### src/rtl/trs_pkg.sv
// Package for the pose to model matrix builder: types, constants and helpers.
package trs_pkg;

  localparam int CORDIC_STEPS_DEF = 16;
  localparam int IN_DATA_W  = 240;
  localparam int OUT_DATA_W = 384;

  typedef logic signed [33:0] cval_t;  // CORDIC x or y, Q2.30 with headroom
  typedef logic signed [32:0] zval_t;  // angle, Q3.28 with headroom

  localparam zval_t PI_Q28      = 33'sd843314857;
  localparam zval_t TWO_PI_Q28  = 33'sd1686629713;
  localparam zval_t HALF_PI_Q28 = 33'sd421657428;
  localparam cval_t GAIN_Q30    = 34'sd652032874;

  typedef struct packed {
    cval_t x;
    cval_t y;
    zval_t z;
    logic  neg;
  } lane_t;

  typedef struct packed {
    logic [2:0][31:0] pos;
    logic [2:0][30:0] scale;
  } side_t;

  typedef struct packed {
    logic            vld;
    lane_t [2:0]     lane;
    side_t           side;
  } cell_t;

  typedef struct packed {
    logic                    vld;
    logic [8:0][63:0]        prod;
    side_t                   side;
  } mat_t;

  function automatic zval_t atan_q28(input logic [4:0] idx);
    zval_t v;
    case (idx)
      5'd0:  v = 33'sd210828714;
      5'd1:  v = 33'sd124459457;
      5'd2:  v = 33'sd65760959;
      5'd3:  v = 33'sd33381290;
      5'd4:  v = 33'sd16755422;
      5'd5:  v = 33'sd8385879;
      5'd6:  v = 33'sd4193963;
      5'd7:  v = 33'sd2097109;
      5'd8:  v = 33'sd1048571;
      5'd9:  v = 33'sd524287;
      5'd10: v = 33'sd262144;
      5'd11: v = 33'sd131072;
      5'd12: v = 33'sd65536;
      5'd13: v = 33'sd32768;
      5'd14: v = 33'sd16384;
      5'd15: v = 33'sd8192;
      5'd16: v = 33'sd4096;
      5'd17: v = 33'sd2048;
      5'd18: v = 33'sd1024;
      5'd19: v = 33'sd512;
      5'd20: v = 33'sd256;
      5'd21: v = 33'sd128;
      5'd22: v = 33'sd64;
      5'd23: v = 33'sd32;
      default: v = 33'sd0;
    endcase
    return v;
  endfunction

  // Q2.30 product rounded half up with a floor shift.
  function automatic logic signed [31:0] mul_q30(input logic signed [31:0] a,
                                                 input logic signed [31:0] b);
    logic signed [63:0] p;
    p = 64'(a) * 64'(b) + 64'sd536870912;
    return 32'(p >>> 30);
  endfunction

endpackage

### src/rtl/trs_cordic_cell.sv
// One rotation-mode CORDIC step for the three angle lanes of a pose.
module trs_cordic_cell #(
  parameter int STEP = 0
) (
  input  logic           clk,
  input  logic           rst_n,
  input  logic           en,
  input  trs_pkg::cell_t d,
  output trs_pkg::cell_t q
);

  trs_pkg::cell_t q_r, q_nxt;

  always_comb begin
    trs_pkg::cval_t dx;
    trs_pkg::cval_t dy;
    trs_pkg::zval_t at;
    q_nxt = d;
    at = trs_pkg::atan_q28(5'(STEP));
    for (int k = 0; k < 3; k++) begin
      dx = d.lane[k].y >>> STEP;
      dy = d.lane[k].x >>> STEP;
      if (!d.lane[k].z[32]) begin
        q_nxt.lane[k].x = d.lane[k].x - dx;
        q_nxt.lane[k].y = d.lane[k].y + dy;
        q_nxt.lane[k].z = d.lane[k].z - at;
      end else begin
        q_nxt.lane[k].x = d.lane[k].x + dx;
        q_nxt.lane[k].y = d.lane[k].y - dy;
        q_nxt.lane[k].z = d.lane[k].z + at;
      end
    end
  end

  always_ff @(posedge clk) begin
    if (!rst_n) begin
      q_r.vld <= 1'b0;
    end else if (en) begin
      q_r <= q_nxt;
    end
  end

  assign q = q_r;

endmodule

### config.mk
export PLATFORM = sky130hd
export DESIGN_NAME = trs_cordic_cell
export DESIGN_NICKNAME = d
export VERILOG_FILES = /design/src/rtl/trs_pkg.sv /design/src/rtl/trs_cordic_cell.sv
export SDC_FILE = /design/constraint.sdc
export NUM_CORES = 1
export LEC_CHECK = 0
export ABC_AREA = 0
export BUFFER_PORTS_ARGS = -buffer_cell sky130_fd_sc_hd__buf_2
export CAP_MARGIN = 0
export CORE_AREA = 2 2 386 388
export CTS_BUF_LIST = sky130_fd_sc_hd__clkbuf_4 sky130_fd_sc_hd__clkbuf_8 sky130_fd_sc_hd__clkbuf_16
export DETAILED_ROUTE_END_ITERATION = 8
export DIE_AREA = 0 0 388 390
export GPL_TIMING_DRIVEN = 0
export PLACE_DENSITY_LB_ADDON = 0.08
export SLEW_MARGIN = 20
export SYNTH_ARGS = -nofsm -noshare
export SYNTH_HDL_FRONTEND = slang
export SYNTH_SLANG_ARGS = --single-unit
export TNS_END_PERCENT = 30
### constraint.sdc
create_clock -name clk -period 17.6 [get_ports clk]
set_input_delay 0.88 -clock clk [delete_from_list [all_inputs] [get_ports clk]]
set_output_delay 0.88 -clock clk [all_outputs]
set_load 0.05 [all_outputs]
# ---- Word level (Yosys, flattened, before mapping)
# Cells that the tools add are included.
dict set report op_classes {
  n_addsub 15
  mux 3
  n_reduce_logical 1
}
# op n
set op_table {}
lappend op_table {{$mux 101} 3}
lappend op_table {{$sub 34x34->34} 6}
lappend op_table {{$add 34x34->34} 3}
lappend op_table {{$add 33x29->33 const B} 3}
lappend op_table {{$sub 33x29->33 const B} 3}
lappend op_table {{$reduce_and 2->1} 1}
dict set report totals {
  reg_bits 496
  in_bits 499
  word_cells 38
}

# ---- Logic depth before layout (Yosys ltp)
# Gate-level depths: netlist of run 1.
dict set report logic_depth {
  depth_word 2
  mapped_depth 14
  ltp_nobuf 13
}

# ---- Worst setup path after synthesis of run 1
# OpenSTA, ideal clock, no wires.
dict set report synth_timing {
  kind {input -> register}
  from {input port en}
  to {register q_r (netlist bit q[0]) (enable)}
  setup_ns 0.918
  arrival_ns 11.926
  t_required_ns 16.682
  path_slack_ns 4.757
  cell_stages 1
  n_path_buf 0
  cell_sequence {and2_1}
}
dict set report synth_between {
  elab_chain_len 1
}
# element line_no
set synth_rtl {}
lappend synth_rtl {{start, declared} trs_cordic_cell.sv:7} ;# input logic en,
lappend synth_rtl {{$reduce_and 2->1 (no line)} --}
lappend synth_rtl {{end signal, assigned} trs_cordic_cell.sv:39} ;# q_r <= q_nxt;
lappend synth_rtl {{end, declared} trs_cordic_cell.sv:12} ;# trs_pkg::cell_t q_r, q_nxt;
# Every way passes these cells.
# A chain may end at the register's enable or synchronous reset.

==> results.md, run 1 <==
Hold path:
- The path with the worst hold slack has its endpoint at q[188].
- The launch point of the worst hold path is d[188].
- The type of the most critical hold path is input pin to flop.
- The worst hold path stage count is 1.

Global routing:
- Entering global routing, the biggest net connects 55 pins.
- The first global-routing pass estimated 248 mm of wire.
- The via count of the first global-routing pass is 32,900.
- For this run the aggregate overflow at the end of global routing stands at 0.
- The overall global routing resource usage is 22.7%.
- The number of antenna violations at the first check in global routing is 107.

Layout:
- The multi-input combinational cell area is 0.0194 mm2.
- The layout net count is 5,663.
- The area taken by flip-flops and latches is 0.0148 mm2.
- Of the cells placed in the final design, the portion with a size suffix greater than 1 is 24.4%.
- For this run, the share of the core covered by cells in the final layout is 31.3%.
- The layout has 15,800 filler cells.
- After the flow finishes, the layout carries non-filler instances totaling 6,771.
- From synthesis to final layout, the design area changed by 27.9%.
- The flip-flop count of the largest register after layout is 493.

Place:
- The post-DP HPWL is 147 mm.
- The weighted congestion reported at the end of routability-driven placement is 1.04.
- The cell count after placement is 6,625.
- The number of I/O port buffers is 994.

Worst setup path:
- The worst register-to-register path ends at q[495].
- STA classifies the critical path endpoint as a flop.
- The most numerous cell on the critical path is o21ai_0.
- Traced cell by cell, the critical path runs through buf_2, clkinv_1, clkbuf_2, buf_16, fa_1, a21oi_1, o21ai_0, o21a_1, o2bb2ai_1, o21ai_0, o21ai_0, o31a_1, a21o_1, a21oi_1, xnor2_1.
- The worst register-to-register path has a depth of 2.
- The type of origin of the critical path is an input pin.
- On the worst path, the slowest cell contributes a delay of 0.82 ns.
- Of all nets on the critical path, the largest fanout is 18.
- The register-to-register setup slack is 17.00 ns.
- At the worst endpoint, the required time is 18.04 ns.
- For this design, the slowest cell found on the critical path is clkinv_1.
- Data on the critical path arrives at its endpoint at 5.94 ns.
- The startpoint of the lowest-slack register-to-register path is q[495].
- The worst setup path is of the input pin to flop kind.

Clock network:
- TritonCTS created 68 clock buffers.
- The post-CTS setup-driven buffer insertion count is 0.
- The clock tree from TritonCTS is yes.
- The count of instances resized after the clock tree is built is 0.
- The deepest level of the CTS H-tree is 3.
- The clock latency of the later-clocked register in the worst-skew pair is 0.69 ns.
- The buffer depth of the longest clock path is 3.
- Clock tree synthesis found a total of 493 sinks.
- The post-CTS clock slew at the launch and capture registers of the worst setup and hold paths is 0.06 ns.
- The hold-fix buffer count after cts is 0.
- The master cell of the clock root buffer is clkbuf_16.

Pwr:
- Overall power consumption after layout is estimated at 4.42 mW.
- For this design the static power due to leakage is 20.0 nW.
- Of the total power, the share spent switching nets is 40.0%.
- The net load switching power is 1.77 mW.
- The fraction of power consumed by combinational cells is 34.6%.
- VDD sags by at most 0.0666 mV.
- Registers are responsible for 33.7% of the overall power.
- The internal power component is 2.65 mW.
- In this run the power density over the cells is 96.0 mW/mm2.
- The clock network power share is 31.7%.

Synth:
- After technology mapping, the gate count stands at 3,687.
- Yosys attributes the largest share of cell area to edfxtp_1 41%, ha_1 13%, a21oi_1 5.9%.
- The total nets after synthesis is 4,585.
- The average instance in the mapped netlist occupies 9.75 um2.
- The share of flip-flops with an asynchronous set or reset is 0%.
- The number of synthesized register bits is 493.
- The most used flip-flop cell after synthesis is edfxtp_1.
- The synthesized cell area is 0.0360 mm2.
- The count of warnings emitted by yosys is 0.
- Of all cell types, the one taking the most synthesized area is edfxtp_1.
- The count of cell types in the netlist is 84.
- The top cell type's share of synthesized area is 41.1%.
- Sequential elements use 41.1% of the synthesized area.
- The number of synthesized flops with an enable pin is 492.

Die:
- The die is 388 um wide.
- The die span in y is 390 um.
- The initial utilization of the core area, before any placement, comes to 24.4%.
- The top-level I/O count is 995.
- The area of the die is 0.151 mm2.
- The number of standard-cell rows in the floorplan is 141.
- The region available for standard cell placement spans 0.147 mm2.

Routing:
- After detailed routing, the number of remaining DRC violations is 0.
- Once detail routing completed, the nets flagged for antenna violations numbered 0.
- The number of design-rule violations left by the first detailed-router iteration is 2,615.
- The final routed wirelength across all metal layers is 179 mm.
- After detailed routing, the number of vias per cell comes to 4.96.
- The pre-antenna-repair detailed-routing pass consisted of 6 iterations.
- The routed length per placed instance is 26.4 um.
- Detailed routing inserted a total of 33,600 vias.

Run:
- Across the run, the number of max-cap violations was 0.

Timing:
- The final count of pins violating max slew is 0.
- Counting I/O delays and the setup requirement, the final critical path takes 5.50 ns.
- Clock skew on the completed layout was measured at 0 ns.
- The post-route fraction of the period consumed by the critical path is 31.2%.
- The relative max-transition margin is 18.5%.
- The number of failing setup endpoints in the final timing report is 0.
- The number of failing hold endpoints at the final stage came to 0.
- Setup repair after global routing left no endpoint under its margin.
- The transition time of the tightest slew-check pin is 1.21 ns.
- The fmax is 182 MHz.

Status:
- The run finished with clean final reports.
[per-stage QoR]
step | TNS, ns | hold slack [ns] | area (um2) | worst slack, ns
after global placement | -1122.22 | 0.506 | 43400 | -2.45
final | 0 | 0.353 | 46000 | 12.10
after CTS | 0 | 0.280 | 45900 | 11.98
after detailed placement | 0 | 0.501 | 43700 | 11.20
after floorplan | 0 | 0.743 | 36000 | 4.76
after global routing | 0 | 0.316 | 46000 | 11.76
[power groups by stage]
stage          logic, mW  clock network [mW]  registers [mW]
3_3_place_gp        1.52                   0            1.55
5_1_grt             1.63                1.49            1.50
6_report            1.53                1.40            1.49
2_1_floorplan      0.629                   0            1.91
3_5_place_dp        1.52                   0            1.51
4_1_cts             1.53                1.46            1.49
[routing by layer]
| layer | wire length (um) | part of all wire (%) | track usage, % | up-vias |
|---|---|---|---|---|
| li1 | - | - | - | 15600 |
| met1 | 77500 | 43 | 29.7 | 16400 |
| met2 | 79900 | 45 | 35.8 | 1231 |
| met3 | 16000 | 9.0 | 7.03 | 289 |
| met4 | 4960 | 2.8 | 6.63 | 70 |
| met5 | 440 | 0.25 | 0 | - |
[worst max path at each step]
stage           start     end  slack (ns)  depth (start not counted)
5_1_grt        d[426]  q[416]       11.76                         15
3_3_place_gp       en  q[276]       -2.45                          2
6_report       d[426]  q[425]       12.10                         15
3_5_place_dp   d[426]  q[416]       11.20                         15
4_1_cts        d[426]  q[416]       11.98                         15
2_1_floorplan      en    q[0]        4.76                          1
[worst max-delay path: cells and delay by family]
| family | cells | cell delay [ns] |
|---|---|---|
| compound gates | 9 | 2.26 |
| xor+xnor | 1 | 0.09 |
| fa+ha+maj | 1 | 0.41 |
| buf+inv | 4 | 2.23 |
[layout make-up]
| cell class | count | area share, % |
|---|---|---|
| Multi-Input combinational cell | 2729 | 42.2 |
| Sequential cell | 493 | 32.2 |
| Timing Repair Buffer | 1008 | 11.6 |
| Tap cell | 1930 | 5.25 |
| Clock buffer | 75 | 3.81 |
| Inverter | 323 | 2.64 |
| Buffer | 142 | 1.22 |
| Clock inverter | 49 | 1.03 |
| Antenna cell | 22 | 0.120 |
[synth_stat cells (all sizes together), types with 10 or more instances]
library cell	n
o31ai	32
nand3	47
o21a	38
mux2i	42
nand2b	44
a21oi	428
nand4	40
buf	45
o211ai	27
ha	387
nor2	295
nor2b	47
o21ai	238
clkinv	11
nand2	155
o221ai	10
a211oi	37
nor3	67
a211o	10
o31a	13
inv	312
xor2	70
a221oi	11
a21o	133
or2	11
and3	14
clkbuf	97
xnor2	205
nor4	22
or4	10
a31oi	40
fa	12
and2	18
or3	14
o21bai	81
o41ai	13
edfxtp	492
[cells in the final DEF, fill, tap and decap left out, drive strengths merged, types with 38 or more instances in the layout]
master / count
xor2: 70
ha: 387
a21oi: 428
clkbuf: 172
o21bai: 81
clkinv: 49
nor2b: 47
xnor2: 205
o21ai: 238
nand2: 155
o21a: 38
edfxtp: 492
nand2b: 44
nand3: 47
buf: 1053
mux2i: 42
nor3: 67
a21o: 133
inv: 315
a31oi: 40
nand4: 40
nor2: 295
[cell families (layout without fill, tap and decap cells)]
logic type	count (synthesis)	in the layout	share of synthesized area, %
AOI/OAI and AO/OA	1210	1210	21.3
xor gates and xnor gates	275	275	6.70
adders and majority gates	399	399	14.1
muxes	43	43	1.20
DFF	493	493	41.1
and+or+nand+nor	802	802	10.6
other	0	22	0
buffers and inverters	465	1597	4.92
Power figures use the tool's default switching activity.
==> inputs of run 2 (changes only) <==
- clock period: 17.6 -> 4.65 ns (I/O delays scaled with it)
==> run 2 against run 1 <==
Net effect:
- power rose to 3.9 times the previous value
- clock power rose to 3.9 times the previous value
- first-iteration DRC count shrank 2.4%
- largest cell class unchanged
- largest power group unchanged
- critical path type unchanged
- critical endpoint is now q[219]
==> results.md, run 2 (synthesized netlist as in run 1, its figures left out) <==
Clock network:
- The deepest level of the CTS H-tree is 3 (unchanged).
- The number of clock sinks is 493 (unchanged).
- The clock tree from TritonCTS is yes.
- The CTS buffer count came to 70 (+2.9%).
- The clock latency of the later-clocked register in the worst-skew pair is 0.66 ns (-0.03 ns).
- The buffer depth of the longest clock path was 3 (unchanged).
- The post-CTS clock slew at the launch and capture registers of the worst setup and hold paths is 0.05 ns (about the same).
- The tree is rooted in a clkbuf_16.

Layout:
- The count of fill cells added during filler insertion is 15,700 (-0.29%).
- In the layout the commonest cells are 1,001 x buf_2, 492 x edfxtp_1, 425 x a21oi_1, 387 x ha_1, 310 x inv_1.
- The layout cell share with drive strength beyond 1 is 23.5% (-0.92 points).
- The area taken by flip-flops and latches is 0.0148 mm2 (unchanged).
- The flip-flop count of the largest register after layout is 493 (unchanged).
- The growth of design area from synthesis to finish is 34.6%.
- Leaving out fill and tap cells, the most frequent cell in the layout is buf_2.
- The multi-input combinational cell area is 0.0194 mm2 (about the same).
- The layout net count was 5,895 (+4.1%).

Place:
- The post-DP HPWL is 153 mm (+4.4%).
- The post-placement worst setup slack came to -0.809 ns (-12.01 ns).
- The number of I/O port buffers is 994 (unchanged).
- The weighted congestion reported at the end of routability-driven placement is 0.988 (-4.8%).

Worst setup path:
- The data arrival time of the critical path was 4.84 ns (-1.10 ns).
- The type of origin of the critical path is an input pin.
- The count of cells along the worst register-to-register path is 3 (+1).
- The endpoint class of the critical path is a flop.
- The required time of the worst setup path is 5.07 ns (-12.97 ns).
- The maximum fanout along the worst path is 18 (unchanged).
- The worst setup path is of the input pin to flop kind.

Timing:
- Counting I/O delays and the setup requirement, the final critical path takes 4.42 ns.
- The number of failing hold endpoints at the final stage is 0 (unchanged).
- The smallest hold slack is 0.0623 ns (-0.291 ns).
- The final count of pins violating max slew came to 0 (unchanged).
- The maximum clock skew at final layout came to 0 ns (unchanged).
- The number of failing setup endpoints in the final timing report came to 0 (unchanged).
- Static timing analysis puts the maximum clock frequency at 226 MHz.
- The total negative setup slack was 0 ns (unchanged).
- Setup repair after global routing could not meet its margin everywhere.
- The final worst slack was 0.230 ns (-11.87 ns).
- The post-route fraction of the period consumed by the critical path is 95.1%.
- The relative max-transition margin came to 23.2% (+4.8 points).
- The transition time of the tightest slew-check pin was 1.12 ns (-0.0848 ns).

Run:
- The number of maximum-capacitance constraint violations is 0 (unchanged).

Die:
- The effective utilization at floorplan is 24.4% (unchanged).
- The top-level I/O count is 995 (unchanged).
- The die span in y is 390 um (unchanged).
- The placeable core region is 0.147 mm2 (unchanged).
- The die boundary width was 388 um (unchanged).
- The number of standard-cell rows in the floorplan is 141 (unchanged).
- The area of the die is 0.151 mm2 (unchanged).

Status:
- The flow ran to the end, and the final reports show no timing, DRC or antenna violations.

Hold path:
- The path class of the tightest hold or removal check is input pin to flop.
- The worst hold path stage count is 3 (+2).

Global routing:
- The overflow left after global routing was 0 (unchanged).
- The via count of the first global-routing pass is 33,900 (+3.1%).
- The global-route wire length before repair is 258 mm (+3.9%).
- The overall global routing resource usage is 23.7% (+1.0 points).
- The number of antenna violations at the first check in global routing is 100 (-6.5%).
- The largest net degree at the start of global routing came to 53 (-3.6%).

Routing:
- The iteration count of the initial detailed-routing pass came to 5 (-1).
- The routed length per placed instance is 26.5 um (+0.32%).
- The total via count after detailed routing was 34,400 (+2.3%).
- The final routed wirelength across all metal layers is 185 mm (+3.7%).
- The count of antenna-violating nets left after detailed routing is 0 (unchanged).
- The number of design-rule violations left by the first detailed-router iteration is 2,552 (-2.4%).
- The detailed-route DRC error count is 0 (unchanged).
- The average via count per standard cell is 4.91 (-1.1%).

Pwr:
- The power per standard cell area is 354 mW/mm2 (+270%).
- The maximum vdd drop is 0.237 mV (+260%).
- The cell leakage power is 21.0 nW (+5.2%).
==> run 2: cell types whose count changed in the layout (fill, tap and decap cells not counted), moves of 3 or more <==
cell / delta
diode_2: +3
clkinv_2: +7
dlygate4sd3_1: +230
clkinvlp_4: -3
clkinv_1: -13
clkbuf_4: +6
==> run 2: layout make-up <==
cell class / instances / share of cell area (%)
diodes: 25 / 0.129
plain buffers: 142 / 1.16
clock buffers: 82 / 3.81
clock inverters: 39 / 0.946
inverters: 323 / 2.51
multi-input cells: 2729 / 40.1
flip-flops and latches: 493 / 30.6
well taps: 1930 / 4.99
repair buffers: 1238 / 15.8
==> run 2: path summary, 6_finish.rpt <==
| path | startpoint | to | slack, ns |
|---|---|---|---|
| setup / recovery | d[222] | q[219] | 0.23 |
| setup reg to reg | q[495] | q[495] | 3.52 |
| hold / removal | d[425] | q[425] | 0.06 |
| hold reg to reg | q[495] | q[495] | 1.05 |
==> run 2: per-stage QoR <==
step / utilization [%] / cell area, um2 / instances / power [mW]
2_1_floorplan: - / 36000 / 3687 / 9.54
3_3_place_gp: 29.5 / 43400 / 6611 / 11.6
3_5_place_dp: 29.7 / 43700 / 6625 / 11.5
4_1_cts: 32.8 / 48300 / 6976 / 17.3
5_1_grt: 32.9 / 48400 / 6986 / 17.9
6_report: 32.9 / 48400 / 7001 / 17.1
==> run 2: what timing repair did <==
item / in CTS / in global routing
buffers inserted: 0 / 0
endpoints found under the hold margin: 231 / 0
setup endpoints to repair: 3 / 2
gates resized for setup: 2 / 1
gates cloned: 0 / 0
hold buffers: 230 / 0
==> run 2: critical path, stage by stage <==
cell,delay (ns)
buf_2,0.34
clkbuf_1,0.42
clkinv_2,0.31
clkbuf_2,0.40
buf_16,0.27
fa_1,0.45
a211o_1,0.32
o211ai_1,0.15
a21oi_1,0.19
a221o_1,0.39
a221o_1,0.39
a41oi_2,0.28
a31oi_1,0.20
a21o_1,0.23
a21oi_2,0.14
xnor2_1,0.07
==> run 2: report_power, final <==
| group | internal (mW) | switching, mW |
|---|---|---|
| clock network | 3.11 | 2.36 |
| logic | 1.77 | 4.23 |
| registers | 5.50 | 0.158 |
==> run 2: routing by layer <==
layer | GRT usage [%] | wire [um]
met5 | 0 | 479
met1 | 30.8 | 80300
met3 | 6.65 | 14900
met4 | 7.69 | 6240
met2 | 37.8 | 83500
